[config.mk]
export PLATFORM = sky130hd
export DESIGN_NAME = counting_semaphore_wait_queue
export DESIGN_NICKNAME = d
export VERILOG_FILES = /design/src/design/csq_pkg.sv /design/src/design/csq_cell.sv /design/src/design/csq_queue.sv /design/src/design/counting_semaphore_wait_queue.sv
export SDC_FILE = /design/constraint.sdc
export NUM_CORES = 1
export LEC_CHECK = 0
export ABC_AREA = 1
export BUFFER_PORTS_ARGS = -buffer_cell sky130_fd_sc_hd__buf_2
export CAP_MARGIN = 20
export CORE_ASPECT_RATIO = 0.8
export CORE_MARGIN = 2
export CORE_UTILIZATION = 45
export CTS_CLUSTER_SIZE = 30
export DETAILED_ROUTE_END_ITERATION = 6
export SLEW_MARGIN = 20
export SYNTH_ARGS = -nofsm -noshare
export SYNTH_HDL_FRONTEND = slang
export SYNTH_SLANG_ARGS = --single-unit
[constraint.sdc]
create_clock -name clk -period 3.6 [get_ports clk]
set_clock_uncertainty 0.2 [all_clocks]
set_input_delay 0.36 -clock clk [delete_from_list [all_inputs] [get_ports clk]]
set_output_delay 0.36 -clock clk [all_outputs]
set_load 0.005 [all_outputs]
[src/design/csq_pkg.sv]
`default_nettype none

package csq_pkg;

    localparam int QUEUE_DEPTH    = 16;
    localparam int THREAD_ID_BITS = 8;
    localparam int MAX_RESULTS    = 16;

    localparam int OCC_W = $clog2(QUEUE_DEPTH + 1);
    localparam int RES_W = (MAX_RESULTS > 1) ? $clog2(MAX_RESULTS) : 1;

    localparam logic [1:0] KIND_WAIT       = 2'd0;
    localparam logic [1:0] KIND_SIGNAL     = 2'd1;
    localparam logic [1:0] KIND_SIGNAL_ALL = 2'd2;
    localparam logic [1:0] KIND_UNUSED     = 2'd3;

    localparam logic [2:0] STAT_GRANTED    = 3'd0;
    localparam logic [2:0] STAT_QUEUED     = 3'd1;
    localparam logic [2:0] STAT_FULL       = 3'd2;
    localparam logic [2:0] STAT_NONE       = 3'd3;
    localparam logic [2:0] STAT_RELEASED   = 3'd4;
    localparam logic [2:0] STAT_BULK       = 3'd5;
    localparam logic [2:0] STAT_BULK_EMPTY = 3'd6;

    localparam logic signed [15:0] COUNT_MAX = 16'sh7FFF;

    typedef logic [THREAD_ID_BITS-1:0] tid_t;

    typedef struct packed {
        logic push;
        logic pop;
        logic clear;
    } queue_ctrl_t;

endpackage

`default_nettype wire

[src/design/csq_cell.sv]
`default_nettype none

module csq_cell (
    input  wire logic          clk,
    input  wire logic          shift,
    input  wire logic          load,
    input  wire csq_pkg::tid_t load_data,
    input  wire csq_pkg::tid_t neighbor_data,
    output csq_pkg::tid_t      data
);
    import csq_pkg::*;

    tid_t data_reg;
    tid_t data_next;

    always_comb
    begin
        data_next = data_reg;
        if (load)
        begin
            data_next = load_data;
        end
        else if (shift)
        begin
            data_next = neighbor_data;
        end
    end

    always_ff @(posedge clk)
    begin
        data_reg <= data_next;
    end

    assign data = data_reg;

endmodule

`default_nettype wire

[src/design/csq_queue.sv]
`default_nettype none

module csq_queue (
    input  wire logic                     clk,
    input  wire logic                     rst_n,
    input  wire csq_pkg::queue_ctrl_t     ctrl,
    input  wire csq_pkg::tid_t            push_data,
    output csq_pkg::tid_t                 head_data,
    output logic [csq_pkg::OCC_W-1:0]     occupancy,
    output logic                          full
);
    import csq_pkg::*;

    logic [OCC_W-1:0] occ_reg;
    logic [OCC_W-1:0] occ_next;
    tid_t             cell_q [QUEUE_DEPTH];

    // The head sits in cell 0; a pop moves every cell one place toward the head.
    for (genvar i = 0; i < QUEUE_DEPTH; i++)
    begin : g_cell
        tid_t nbr;
        if (i == QUEUE_DEPTH - 1)
        begin : g_end
            assign nbr = cell_q[i];
        end
        else
        begin : g_mid
            assign nbr = cell_q[i+1];
        end

        csq_cell u_cell (
            .clk           (clk),
            .shift         (ctrl.pop),
            .load          (ctrl.push && (occ_reg == OCC_W'(i))),
            .load_data     (push_data),
            .neighbor_data (nbr),
            .data          (cell_q[i])
        );
    end

    always_comb
    begin
        occ_next = occ_reg;
        if (ctrl.clear)
        begin
            occ_next = '0;
        end
        else if (ctrl.push)
        begin
            occ_next = occ_reg + OCC_W'(1);
        end
        else if (ctrl.pop)
        begin
            occ_next = occ_reg - OCC_W'(1);
        end
    end

    always_ff @(posedge clk or negedge rst_n)
    begin
        if (!rst_n)
        begin
            occ_reg <= '0;
        end
        else
        begin
            occ_reg <= occ_next;
        end
    end

    assign head_data = cell_q[0];
    assign occupancy = occ_reg;
    assign full      = (occ_reg == OCC_W'(QUEUE_DEPTH));

endmodule

`default_nettype wire

[src/design/counting_semaphore_wait_queue.sv]
`default_nettype none

// Counting semaphore with a FIFO queue of blocked thread ids. A request is taken
// when start is high and busy and cfg_wr_en are low. Wait and signal requests give
// one result, presented on the result ports with done high for exactly one cycle,
// in the cycle after the request; the next request can be taken in that same
// cycle. Signal-all on an empty queue behaves the same way. Signal-all with queued
// threads releases one thread per cycle, up to the queue depth, because the queue
// is a row of cells that shifts one entry toward the head per cycle: busy is high
// from the cycle after the request while the threads are popped, each result is
// registered from the queue head in the bulk state, and the next request can be
// taken in the cycle the last result is shown. last marks the final result of each
// request. The receiver cannot stall: every result must be taken in the cycle it is
// shown. Writing cfg_wr_data with cfg_wr_en loads the count and empties the queue;
// do so only while idle.
module counting_semaphore_wait_queue (
    input  wire logic               clk,
    input  wire logic               rst_n,
    input  wire logic               cfg_wr_en,
    input  wire logic signed [15:0] cfg_wr_data,
    input  wire logic               start,
    output logic                    busy,
    input  wire logic [1:0]         kind,
    input  wire logic [7:0]         thread_id,
    output logic                    done,
    output logic [2:0]              status,
    output logic [7:0]              thread_out,
    output logic signed [15:0]      count_value,
    output logic                    last
);
    import csq_pkg::*;

    localparam logic S_IDLE = 1'b0;
    localparam logic S_BULK = 1'b1;

    logic               state_reg, state_next;
    logic signed [15:0] count_reg, count_next;
    logic [RES_W-1:0]   n_reg, n_next;

    logic               done_reg, done_next;
    logic [2:0]         status_reg, status_next;
    logic [7:0]         thread_reg, thread_next;
    logic signed [15:0] cnt_out_reg, cnt_out_next;
    logic               last_reg, last_next;

    queue_ctrl_t        qctrl;
    tid_t               head_data;
    tid_t               push_data;
    logic [OCC_W-1:0]   occupancy;
    logic               full;
    logic               accept;
    logic signed [15:0] count_inc;
    logic               bulk_fin;

    assign push_data = thread_id[THREAD_ID_BITS-1:0];

    csq_queue u_queue (
        .clk       (clk),
        .rst_n     (rst_n),
        .ctrl      (qctrl),
        .push_data (push_data),
        .head_data (head_data),
        .occupancy (occupancy),
        .full      (full)
    );

    assign accept    = start && (state_reg == S_IDLE);
    assign count_inc = (count_reg == COUNT_MAX) ? count_reg : count_reg + 16'sd1;
    assign bulk_fin  = (occupancy == OCC_W'(1)) || (n_reg == RES_W'(MAX_RESULTS - 1));

    always_comb
    begin
        state_next   = state_reg;
        count_next   = count_reg;
        n_next       = n_reg;
        done_next    = 1'b0;
        status_next  = status_reg;
        thread_next  = thread_reg;
        cnt_out_next = cnt_out_reg;
        last_next    = last_reg;
        qctrl        = '0;

        if (state_reg == S_BULK)
        begin
            qctrl.pop    = 1'b1;
            done_next    = 1'b1;
            status_next  = STAT_BULK;
            thread_next  = 8'(head_data);
            cnt_out_next = '0;
            last_next    = bulk_fin;
            n_next       = n_reg + RES_W'(1);
            if (bulk_fin)
            begin
                state_next = S_IDLE;
            end
        end
        else if (cfg_wr_en)
        begin
            qctrl.clear = 1'b1;
            count_next  = cfg_wr_data;
        end
        else if (accept)
        begin
            unique case (kind)
                KIND_WAIT:
                begin
                    done_next   = 1'b1;
                    last_next   = 1'b1;
                    thread_next = 8'(push_data);
                    if (count_reg > 16'sd0)
                    begin
                        count_next  = count_reg - 16'sd1;
                        status_next = STAT_GRANTED;
                    end
                    else if (!full)
                    begin
                        qctrl.push  = 1'b1;
                        status_next = STAT_QUEUED;
                    end
                    else
                    begin
                        status_next = STAT_FULL;
                    end
                    cnt_out_next = count_next;
                end
                KIND_SIGNAL:
                begin
                    done_next = 1'b1;
                    last_next = 1'b1;
                    if ((count_inc > 16'sd0) && (occupancy != '0))
                    begin
                        // The released waiter's own decrement is folded in here.
                        qctrl.pop   = 1'b1;
                        count_next  = count_inc - 16'sd1;
                        status_next = STAT_RELEASED;
                        thread_next = 8'(head_data);
                    end
                    else
                    begin
                        count_next  = count_inc;
                        status_next = STAT_NONE;
                        thread_next = '0;
                    end
                    cnt_out_next = count_next;
                end
                KIND_SIGNAL_ALL:
                begin
                    count_next = '0;
                    n_next     = '0;
                    if (occupancy == '0)
                    begin
                        done_next    = 1'b1;
                        last_next    = 1'b1;
                        status_next  = STAT_BULK_EMPTY;
                        thread_next  = '0;
                        cnt_out_next = '0;
                    end
                    else
                    begin
                        state_next = S_BULK;
                    end
                end
                KIND_UNUSED:
                begin
                end
                default:
                begin
                end
            endcase
        end
    end

    always_ff @(posedge clk or negedge rst_n)
    begin
        if (!rst_n)
        begin
            state_reg <= S_IDLE;
            count_reg <= '0;
            n_reg     <= '0;
            done_reg  <= 1'b0;
        end
        else
        begin
            state_reg <= state_next;
            count_reg <= count_next;
            n_reg     <= n_next;
            done_reg  <= done_next;
        end
    end

    always_ff @(posedge clk)
    begin
        status_reg  <= status_next;
        thread_reg  <= thread_next;
        cnt_out_reg <= cnt_out_next;
        last_reg    <= last_next;
    end

    assign busy        = (state_reg == S_BULK);
    assign done        = done_reg;
    assign status      = status_reg;
    assign thread_out  = thread_reg;
    assign count_value = cnt_out_reg;
    assign last        = last_reg;

`ifndef SYNTHESIS
    a_bulk_has_waiter: assert property (@(posedge clk) disable iff (!rst_n)
        (state_reg == S_BULK) |-> (occupancy != '0))
        else $error("bulk release with an empty queue");

    a_no_push_and_pop: assert property (@(posedge clk) disable iff (!rst_n)
        !(qctrl.push && qctrl.pop))
        else $error("queue pushed and popped in the same cycle");

    a_bulk_count_zero: assert property (@(posedge clk) disable iff (!rst_n)
        (done && (status == STAT_BULK)) |-> ((count_value == 16'sd0) && (count_reg == 16'sd0)))
        else $error("bulk release with a nonzero count");

    a_burst_continues: assert property (@(posedge clk) disable iff (!rst_n)
        (done && !last) |=> done)
        else $error("result burst ended without last");
`endif

endmodule

`default_nettype wire

==> flow_summary_export.csv, run 1 <==
group,metric,value,unit
clocking,cts_buffers,17,
timing,layout_worst_path_cycle_share,91.39,%
cells_and_area,layout-drive-gt1-share,13.79,%
worst_setup_path,cp_num_buf_inv,2,
cells_and_area,area_growth,12.82,%
worst_hold_path,hp-class,"in -> reg",
global_routing,grt_usage,23.42,%
global_routing,met3_usage,4.178,%
synth,avgSynthCellArea,8.509,sq um
worst_setup_path,r2r_setup_slack,310,ps
worst_setup_path,cp_max_fo,16,
worst_setup_path,path_class,"reg -> reg",
synth,netlist_instances,1147,
timing,slew_headroom,49.46,%
timing,final_hold_viol_count,0,
floorplanning,core,21440,sq um
global_routing,grt-busiest-layer,"met1",
synth,syn_area,9759,sq um
synth,ys_warn_count,0,
routing,vias,7823,
timing,slew_viol_final,0,
worst_setup_path,crit_start,"count_reg[1]$_DFFE_PN0P_",
place,gp_congestion,1.020,
routing,route.detailed.drc,0,
routing,wl,25820,um
cells_and_area,diodes,0,
timing,fmaxAchievable,303.9,MHz
worst_setup_path,r2r-end,"count_reg[8]$_DFFE_PN0P_",
cells_and_area,final_area,11010,sq um
clocking,cts_tree,"yes",
timing,rsz0062_at_grt,"false",
worst_setup_path,cp_top_family,"simple AND/OR/NAND/NOR gates",
floorplanning,rows,48,
worst_setup_path,ff2ff_path_depth,19,
routing,avgRoutedWirePerCell,17.29,um
timing,finalSetupTns,0,ps
worst_setup_path,worstSetupStartpointType,"flip-flop",
synth,synth_seq_cells,183,
routing,vias_per_cell,5.240,
global_routing,grt_remaining_overflow,0,
worst_setup_path,crit_cells,19,
clocking,insertion_delay,440,ps
global_routing,grt_pass1_wl,40410,um
power_and_ir_drop,power_density,803.0,nW/um^2
worst_setup_path,slowest_delay,450,ps
cells_and_area,fill_cells,2014,
worst_setup_path,cp.required,3740,ps
timing,fin_crit,3290,ps
global_routing,grt_pass1_vias,6994,
flow_run,drv_cap,0,
worst_setup_path,cpMostUsedCell,"nand2_1",
worst_setup_path,cp-end-kind,"flip-flop",
floorplanning,die_height,135.7,um
worst_setup_path,endpoint,"count_reg[8]$_DFFE_PN0P_",
clocking,clk_pin_slew_worst_paths,70,ps
synth,synth_top_flop_cell,"edfxtp_1",
place,dp_hpwl,18780,um
worst_setup_path,cp_cell_sequence,"ha_1 -> nand3_1 -> nor2_1 -> nand2_1 -> nand2_1 -> nand2_1 -> nor2_2 -> nand2_1 -> nor2_2 -> nand2_2 -> nand2_4 -> buf_4 -> inv_2 -> nand2_1 -> o21ai_0 -> nand2_1 -> nand3_1 -> nand2_1 -> nand2_1",
clocking,clock-root-buffer,"clkbuf_16",
place,placed_cell_area,10310,sq um
power_and_ir_drop,vdd_drop_max,0.2679,mV
clocking,clockBufferDepth,2,
timing,setup_violations,0,
synth,synthArstFlopShare,14.75,%
global_routing,grt_start_max_net_pins,28,
routing,dr.pass1.iters,5,
floorplanning,num_io_pins,60,
floorplanning,dieArea,22890,sq um
worst_setup_path,cp.arrival,3430,ps
power_and_ir_drop,cellLeakagePower,4.920,nW
place,io_buffers,59,
clocking,htree_levels,4,
clocking,numClockSinks,183,
global_routing,grt.met1_usage,38.37,%
timing,tightestPinTransition,757.3,ps
cells_and_area,multi_input_area,3963,sq um
synth,synthDistinctLibCells,45,
routing,drtIter0Drc,928,
worst_setup_path,crit_slowest_cell,"dfrtp_1",
synth,synth-edff-count,137,
global_routing,grtUsageMet2,31.37,%
routing,antenna_left,0,
synth,syn_nets,1190,
worst_setup_path,timing.rr.start,"count_reg[1]$_DFFE_PN0P_",
cells_and_area,seq_area,5170,sq um
cells_and_area,fin_nets,1248,
floorplanning,start_util,45.52,%
outcome,outcome,"completed",
synth,ys_seq_area_share,52.97,%
cells_and_area,largest_reg_flops,128,
global_routing,antenna_found_initial,0,
floorplanning,die_w,168.7,um
==> cells by family (layout without fill, tap and decap cells) <==
family          Yosys count  after routing  share of synthesized area [%]
compound gates          185            185                          10.28
xor+xnor                 16             16                          1.436
fa+ha+maj                13             13                          1.667
buf+inv                 148            219                          6.487
flops                   183            183                          52.97
simple gates            602            602                          27.15
==> report_power, final <==
group / total (mW) / switching [mW] / leakage [nW] / internal, mW
clock network: 1.92 / 0.924 / 0.298 / 0.999
registers: 3.72 / 0.459 / 1.78 / 3.26
logic: 3.20 / 2.16 / 2.85 / 1.03
total: 8.84 / 3.55 / 4.92 / 5.30
==> routing by layer <==
| metal | part of all wire, % | vias to the layer above |
|---|---|---|
| li1 | - | 3926 |
| met1 | 53 | 3607 |
| met2 | 39 | 270 |
| met3 | 6.9 | 20 |
| met4 | 0.70 | 0 |
| met5 | 0 | - |
==> worst min-delay path by stage <==
stage | from | end | slack (ps) | cells past startpoint
detailed placement | rst_n | done$_DFF_PN0_ | 250 | 1
global route | cfg_wr_data[15] | count_reg[15]$_DFFE_PN0P_ | 60 | 3
global placement | rst_n | done$_DFF_PN0_ | 260 | 1
finish | cfg_wr_data[15] | count_reg[15]$_DFFE_PN0P_ | 20 | 3
CTS | cfg_wr_data[15] | count_reg[15]$_DFFE_PN0P_ | 20 | 3
floorplan | rst_n | busy$_DFF_PN0_ | -140 | 0
==> synth_stat cells (2+ instances only) <==
library cell | instances | area share, %
a21oi_1 | 13 | 0.67
buf_1 | 3 | 0.12
buf_2 | 14 | 0.72
buf_4 | 2 | 0.15
buf_6 | 7 | 0.81
clkbuf_1 | 24 | 0.92
dfrtp_1 | 27 | 6.9
dfxtp_1 | 19 | 3.9
edfxtp_1 | 137 | 42
ha_1 | 13 | 1.7
inv_1 | 93 | 3.6
inv_2 | 5 | 0.19
nand2_1 | 334 | 13
nand2_2 | 10 | 0.64
nand2_4 | 4 | 0.46
nand3_1 | 83 | 4.3
nand3_2 | 2 | 0.21
nand3_4 | 5 | 0.90
nand3b_1 | 3 | 0.23
nand4_1 | 12 | 0.77
nand4_4 | 2 | 0.44
nor2_1 | 126 | 4.8
nor2_2 | 11 | 0.71
nor2_4 | 3 | 0.35
nor3_1 | 3 | 0.15
o211ai_1 | 2 | 0.15
o21ai_0 | 118 | 6.1
o21ai_1 | 30 | 1.5
o21ai_2 | 9 | 0.81
o22ai_1 | 2 | 0.13
o31ai_1 | 2 | 0.15
or2_2 | 2 | 0.13
xnor2_1 | 4 | 0.36
xor2_1 | 12 | 1.1
==> timing repair <==
item	in CTS	in global routing
buffers inserted	0	0
gates resized for setup	0	1
endpoints found under the hold margin	35	0
hold buffers	9	0
endpoints found under the setup margin	0	77
==> cells in the final DEF, fill, tap and decap left out, types with 5 or more instances in the layout <==
cell,Yosys,routed
nand2_1,334,333
edfxtp_1,137,137
nor2_1,126,126
o21ai_0,118,118
inv_1,93,93
nand3_1,83,83
buf_2,14,59
o21ai_1,30,30
dfrtp_1,27,27
buf_4,2,20
dfxtp_1,19,19
clkbuf_16,0,17
ha_1,13,13
nand4_1,12,12
xor2_1,12,12
a21oi_1,13,12
nor2_2,11,11
nand2_2,10,11
o21ai_2,9,9
dlygate4sd3_1,0,9
clkinv_4,0,6
inv_2,5,5
nand3_4,5,5
==> tightest hold or removal path, stage by stage <==
cell	delay, ps
buf_2	90
o21ai_0	60
o22ai_1	110
==> per-stage QoR <==
| step | power [mW] | util, % | hold WS [ps] | cells | worst slack [ps] |
|---|---|---|---|---|---|
| floorplan | 5.866 | - | -135.6 | 1147 | 710.4 |
| global route | 9.433 | 51.35 | 61.16 | 1493 | 85.72 |
| detailed placement | 6.891 | 48.07 | 248.7 | 1452 | 274.9 |
| global placement | 6.892 | 48.07 | 256.5 | 1452 | 370.3 |
| CTS | 8.831 | 51.34 | 24.50 | 1493 | 269.3 |
| finish | 8.842 | 51.35 | 24.63 | 1493 | 309.9 |
==> final cells by class <==
type | count | share of cell area, %
Sequential cell | 183 | 46.95
Multi-Input combinational cell | 816 | 35.99
Timing Repair Buffer | 89 | 5.045
Clock buffer | 17 | 3.864
Inverter | 98 | 3.341
Tap cell | 275 | 3.125
Clock inverter | 15 | 1.682
Note: power is estimated with default switching activity, not from simulation.
==> inputs of run 2 (changes only) <==
--- a/config.mk
+++ b/config.mk
@@ -5,7 +5,6 @@
 export SDC_FILE = /design/constraint.sdc
 export NUM_CORES = 1
 export LEC_CHECK = 0
-export ABC_AREA = 1
 export BUFFER_PORTS_ARGS = -buffer_cell sky130_fd_sc_hd__buf_2
 export CAP_MARGIN = 20
 export CORE_ASPECT_RATIO = 0.8
==> run 2 against run 1 <==
Net effect:
- critical path depth shrank 9
- total power shrank 3.7%
- maximum frequency shrank 3.9%
==> flow_summary_export.csv, run 2 <==
group,metric,value,unit
clocking,cts_buffers,17,
clocking,clk_pin_slew_worst_paths,80,ps
synth,synth_area_leader_cell,"edfxtp_1",
worst_setup_path,path_class,"reg -> reg",
global_routing,grt_pass1_wl,39040,um
clocking,insertion_delay,430,ps
synth,yosys-top-cells-area,"edfxtp_1 (43%), mux2_2 (15%), dfrtp_1 (7.1%), dfxtp_1 (4.0%), nand2_1 (2.8%)",
synth,synthDistinctLibCells,72,
global_routing,grt_remaining_overflow,0,
cells_and_area,final_common_cell,"edfxtp_1",
routing,antenna_left,0,
synth,synth_top_family_by_area,"multiplexers",
synth,synth_most_common_cell,"edfxtp_1",
global_routing,grt_usage,22.59,%
outcome,outcome,"completed",
worst_setup_path,cp_max_fo,9,
power_and_ir_drop,p_switching,3.089,mW
synth,syn_nets,842,
power_and_ir_drop,pwr-share-comb,35.9,%
worst_setup_path,r2r-end,"count_reg[14]$_DFFE_PN0P_",
place,io_buffers,59,
cells_and_area,fill_cells,1818,
synth,ys_warn_count,0,
synth,synth_mux_area_share,15.25,%
worst_setup_path,endpoint,"count_reg[14]$_DFFE_PN0P_",
synth,synth_common_cells,"edfxtp_1 (137), mux2_2 (123), nand2_1 (72)",
worst_setup_path,cp_num_buf_inv,2,
routing,drtIter0Drc,633,
worst_setup_path,cp-end-kind,"flip-flop",
cells_and_area,seq_area,5171,sq um
timing,setup_violations,0,
routing,avgRoutedWirePerCell,21.01,um
synth,synth_top_area_share,43.12,%
timing,final_hold_viol_count,0,
synth,yosys.area_share.simple,12.68,%
floorplanning,rows,47,
timing,slew_headroom,47.93,%
floorplanning,start_util,45.96,%
synth,synth_seq_cells,183,
place,gp_congestion,0.9105,
worst_setup_path,cp_cell_sequence,"buf_4 -> nand2_1 -> or3_1 -> o21a_1 -> or3_1 -> a2111oi_4 -> buf_4 -> nand2_1 -> o22ai_1 -> o21ai_0",
power_and_ir_drop,p_int,5.429,mW
clocking,cts_tree,"yes",
worst_setup_path,crit_start,"count_reg[7]$_DFFE_PN0P_",
synth,synthArstFlopShare,14.75,%
cells_and_area,area_growth,15.86,%
synth,syn_area,9540,sq um
worst_hold_path,whs_path_depth,3,
floorplanning,num_io_pins,60,
worst_setup_path,crit_cells,10,
synth,synth_compound_area_share,11.15,%
timing,fin_crit,3424,ps
power_and_ir_drop,switching_share,36.27,%
timing,finalSetupTns,0,ps
worst_setup_path,slowest_delay,490,ps
worst_setup_path,cp_top_family,"compound AO/OA/AOI/OAI gates",
routing,vias_per_cell,5.841,
timing,slew_viol_final,0,
power_and_ir_drop,power,8.518,mW
floorplanning,die_height,134.2,um
clocking,clockBufferDepth,2,
worst_setup_path,cp.required,3690,ps
floorplanning,core,20760,sq um
synth,synth_top_flop_cell,"edfxtp_1",
synth,ys_seq_area_share,54.19,%
synth,synth_fa_ha_area_share,1.705,%
cells_and_area,fin_nets,932,
timing,rsz0062_at_grt,"false",
floorplanning,dieArea,22390,sq um
timing,postLayoutSetupSlackWorst,175.8,ps
timing,tightestPinTransition,781.0,ps
place,dp_hpwl,18060,um
cells_and_area,diodes,0,
worst_setup_path,crit_slowest_cell,"a2111oi_4",
synth,netlist_instances,799,
cells_and_area,final_area,11050,sq um
cells_and_area,layout-drive-gt1-share,33.92,%
power_and_ir_drop,power_density,770.6,nW/um^2
global_routing,grt_pass1_vias,6849,
cells_and_area,multi_input_area,4108,sq um
power_and_ir_drop,seqPwrFrac,42.4,%
power_and_ir_drop,cellLeakagePower,4.213,nW
worst_setup_path,r2r_setup_slack,180,ps
clocking,clock-root-buffer,"clkbuf_16",
place,dpl_worst_slack,175.2,ps
synth,avgSynthCellArea,11.94,sq um
synth,synth-edff-count,137,
routing,route.detailed.drc,0,
global_routing,antenna_found_initial,0,
place,placed_cell_area,10460,sq um
power_and_ir_drop,clkPwrFrac,21.7,%
routing,wl,24600,um
clocking,numClockSinks,183,
floorplanning,die_w,166.8,um
worst_setup_path,cp.arrival,3510,ps
cells_and_area,fin_cells,1171,
worst_setup_path,timing.rr.start,"count_reg[7]$_DFFE_PN0P_",
cells_and_area,largest_reg_flops,128,
routing,vias,6840,
global_routing,grt_start_max_net_pins,39,
worst_setup_path,worstSetupStartpointType,"flip-flop",
flow_run,drv_cap,0,
timing,fmaxAchievable,292.0,MHz
power_and_ir_drop,vdd_drop_max,0.5130,mV
place,dp_cells,1138,
clocking,htree_levels,4,
routing,dr.pass1.iters,5,
cells_and_area,final_cell_mix,"edfxtp_1 (137), mux2_2 (123), nand2_1 (72)",
timing,layout_worst_path_cycle_share,95.12,%
synth,synth_xor_area_share,2.203,%
worst_hold_path,hp-class,"in -> reg",
worst_setup_path,ff2ff_path_depth,10,
[run 2: cell count changes in the layout (fill, tap and decap cells not counted), moves of 12 or more]
| cell | delta |
|---|---|
| nor3_1 | +17 |
| and3_1 | +13 |
| o21ai_1 | -30 |
| inv_1 | -79 |
| buf_4 | +40 |
| nor2_1 | -81 |
| a211oi_1 | +12 |
| nand3_1 | -65 |
| or3_1 | +13 |
| o21ai_0 | -84 |
| nand2_1 | -261 |
| mux2_2 | +123 |
[run 2: layout make-up]
type	instances	share of cell area, %
Multi-Input combinational cell	550	37.16
Clock buffer	18	3.883
Clock inverter	14	1.415
Sequential cell	183	46.79
Inverter	15	0.5094
Timing Repair Buffer	122	7.199
Tap cell	269	3.045
[run 2: tightest hold or removal path, delay by kind of cell]
family          cells  cell delay, ps
compound gates      2             190
buf+inv             1              70
[run 2: stage by stage]
stage	utilization, %	hold WS (ps)
4_1_cts	53.24	2.349
5_1_grt	53.25	43.04
6_report	53.25	36.40
3_5_place_dp	50.37	270.0
2_1_floorplan	-	-135.6
3_3_place_gp	50.37	256.3
[run 2: per-layer routing]
layer / global-route usage, % / up-vias / wire length [um]
met5: 0 / - / 0
met3: 5.459 / 22 / 1398
li1: - / 3208 / -
met2: 33.01 / 187 / 10650
met4: 5.125 / 0 / 227
met1: 34.05 / 3423 / 12320
[run 2: how the worst min path moves through the flow]
stage / start / to / slack, ps
5_1_grt: cfg_wr_data[11] / count_reg[11]$_DFFE_PN0P_ / 40
3_5_place_dp: rst_n / count_reg[1]$_DFFE_PN0P_ / 270
6_report: cfg_wr_data[3] / count_reg[3]$_DFFE_PN0P_ / 40
3_3_place_gp: rst_n / count_reg[1]$_DFFE_PN0P_ / 260
2_1_floorplan: rst_n / busy$_DFF_PN0_ / -140
4_1_cts: cfg_wr_data[11] / count_reg[11]$_DFFE_PN0P_ / 2
[run 2: kinds of logic after synthesis]
kind of cell / count (synthesis)
buffers and inverters: 66
flip-flops: 183
multiplexers: 130
adder cells (fa/ha/maj): 13
XOR/XNOR: 24
AND/OR/NAND/NOR: 237
AO/OA/AOI/OAI: 146
[run 2: what timing repair did]
action                     CTS  global route
buffers inserted             0             0
hold buffers                 1             0
setup endpoints to repair    0            16
hold endpoints to repair    27             0
gates resized for setup      0             1
[run 2: power groups by stage]
stage	Combinational (mW)	Sequential, mW	Clock, mW
floorplan	2.03	3.49	0
global placement	2.98	3.63	0
detailed placement	3.02	3.65	0
CTS	3.03	3.61	1.88
global route	3.35	3.69	1.97
finish	3.06	3.61	1.85
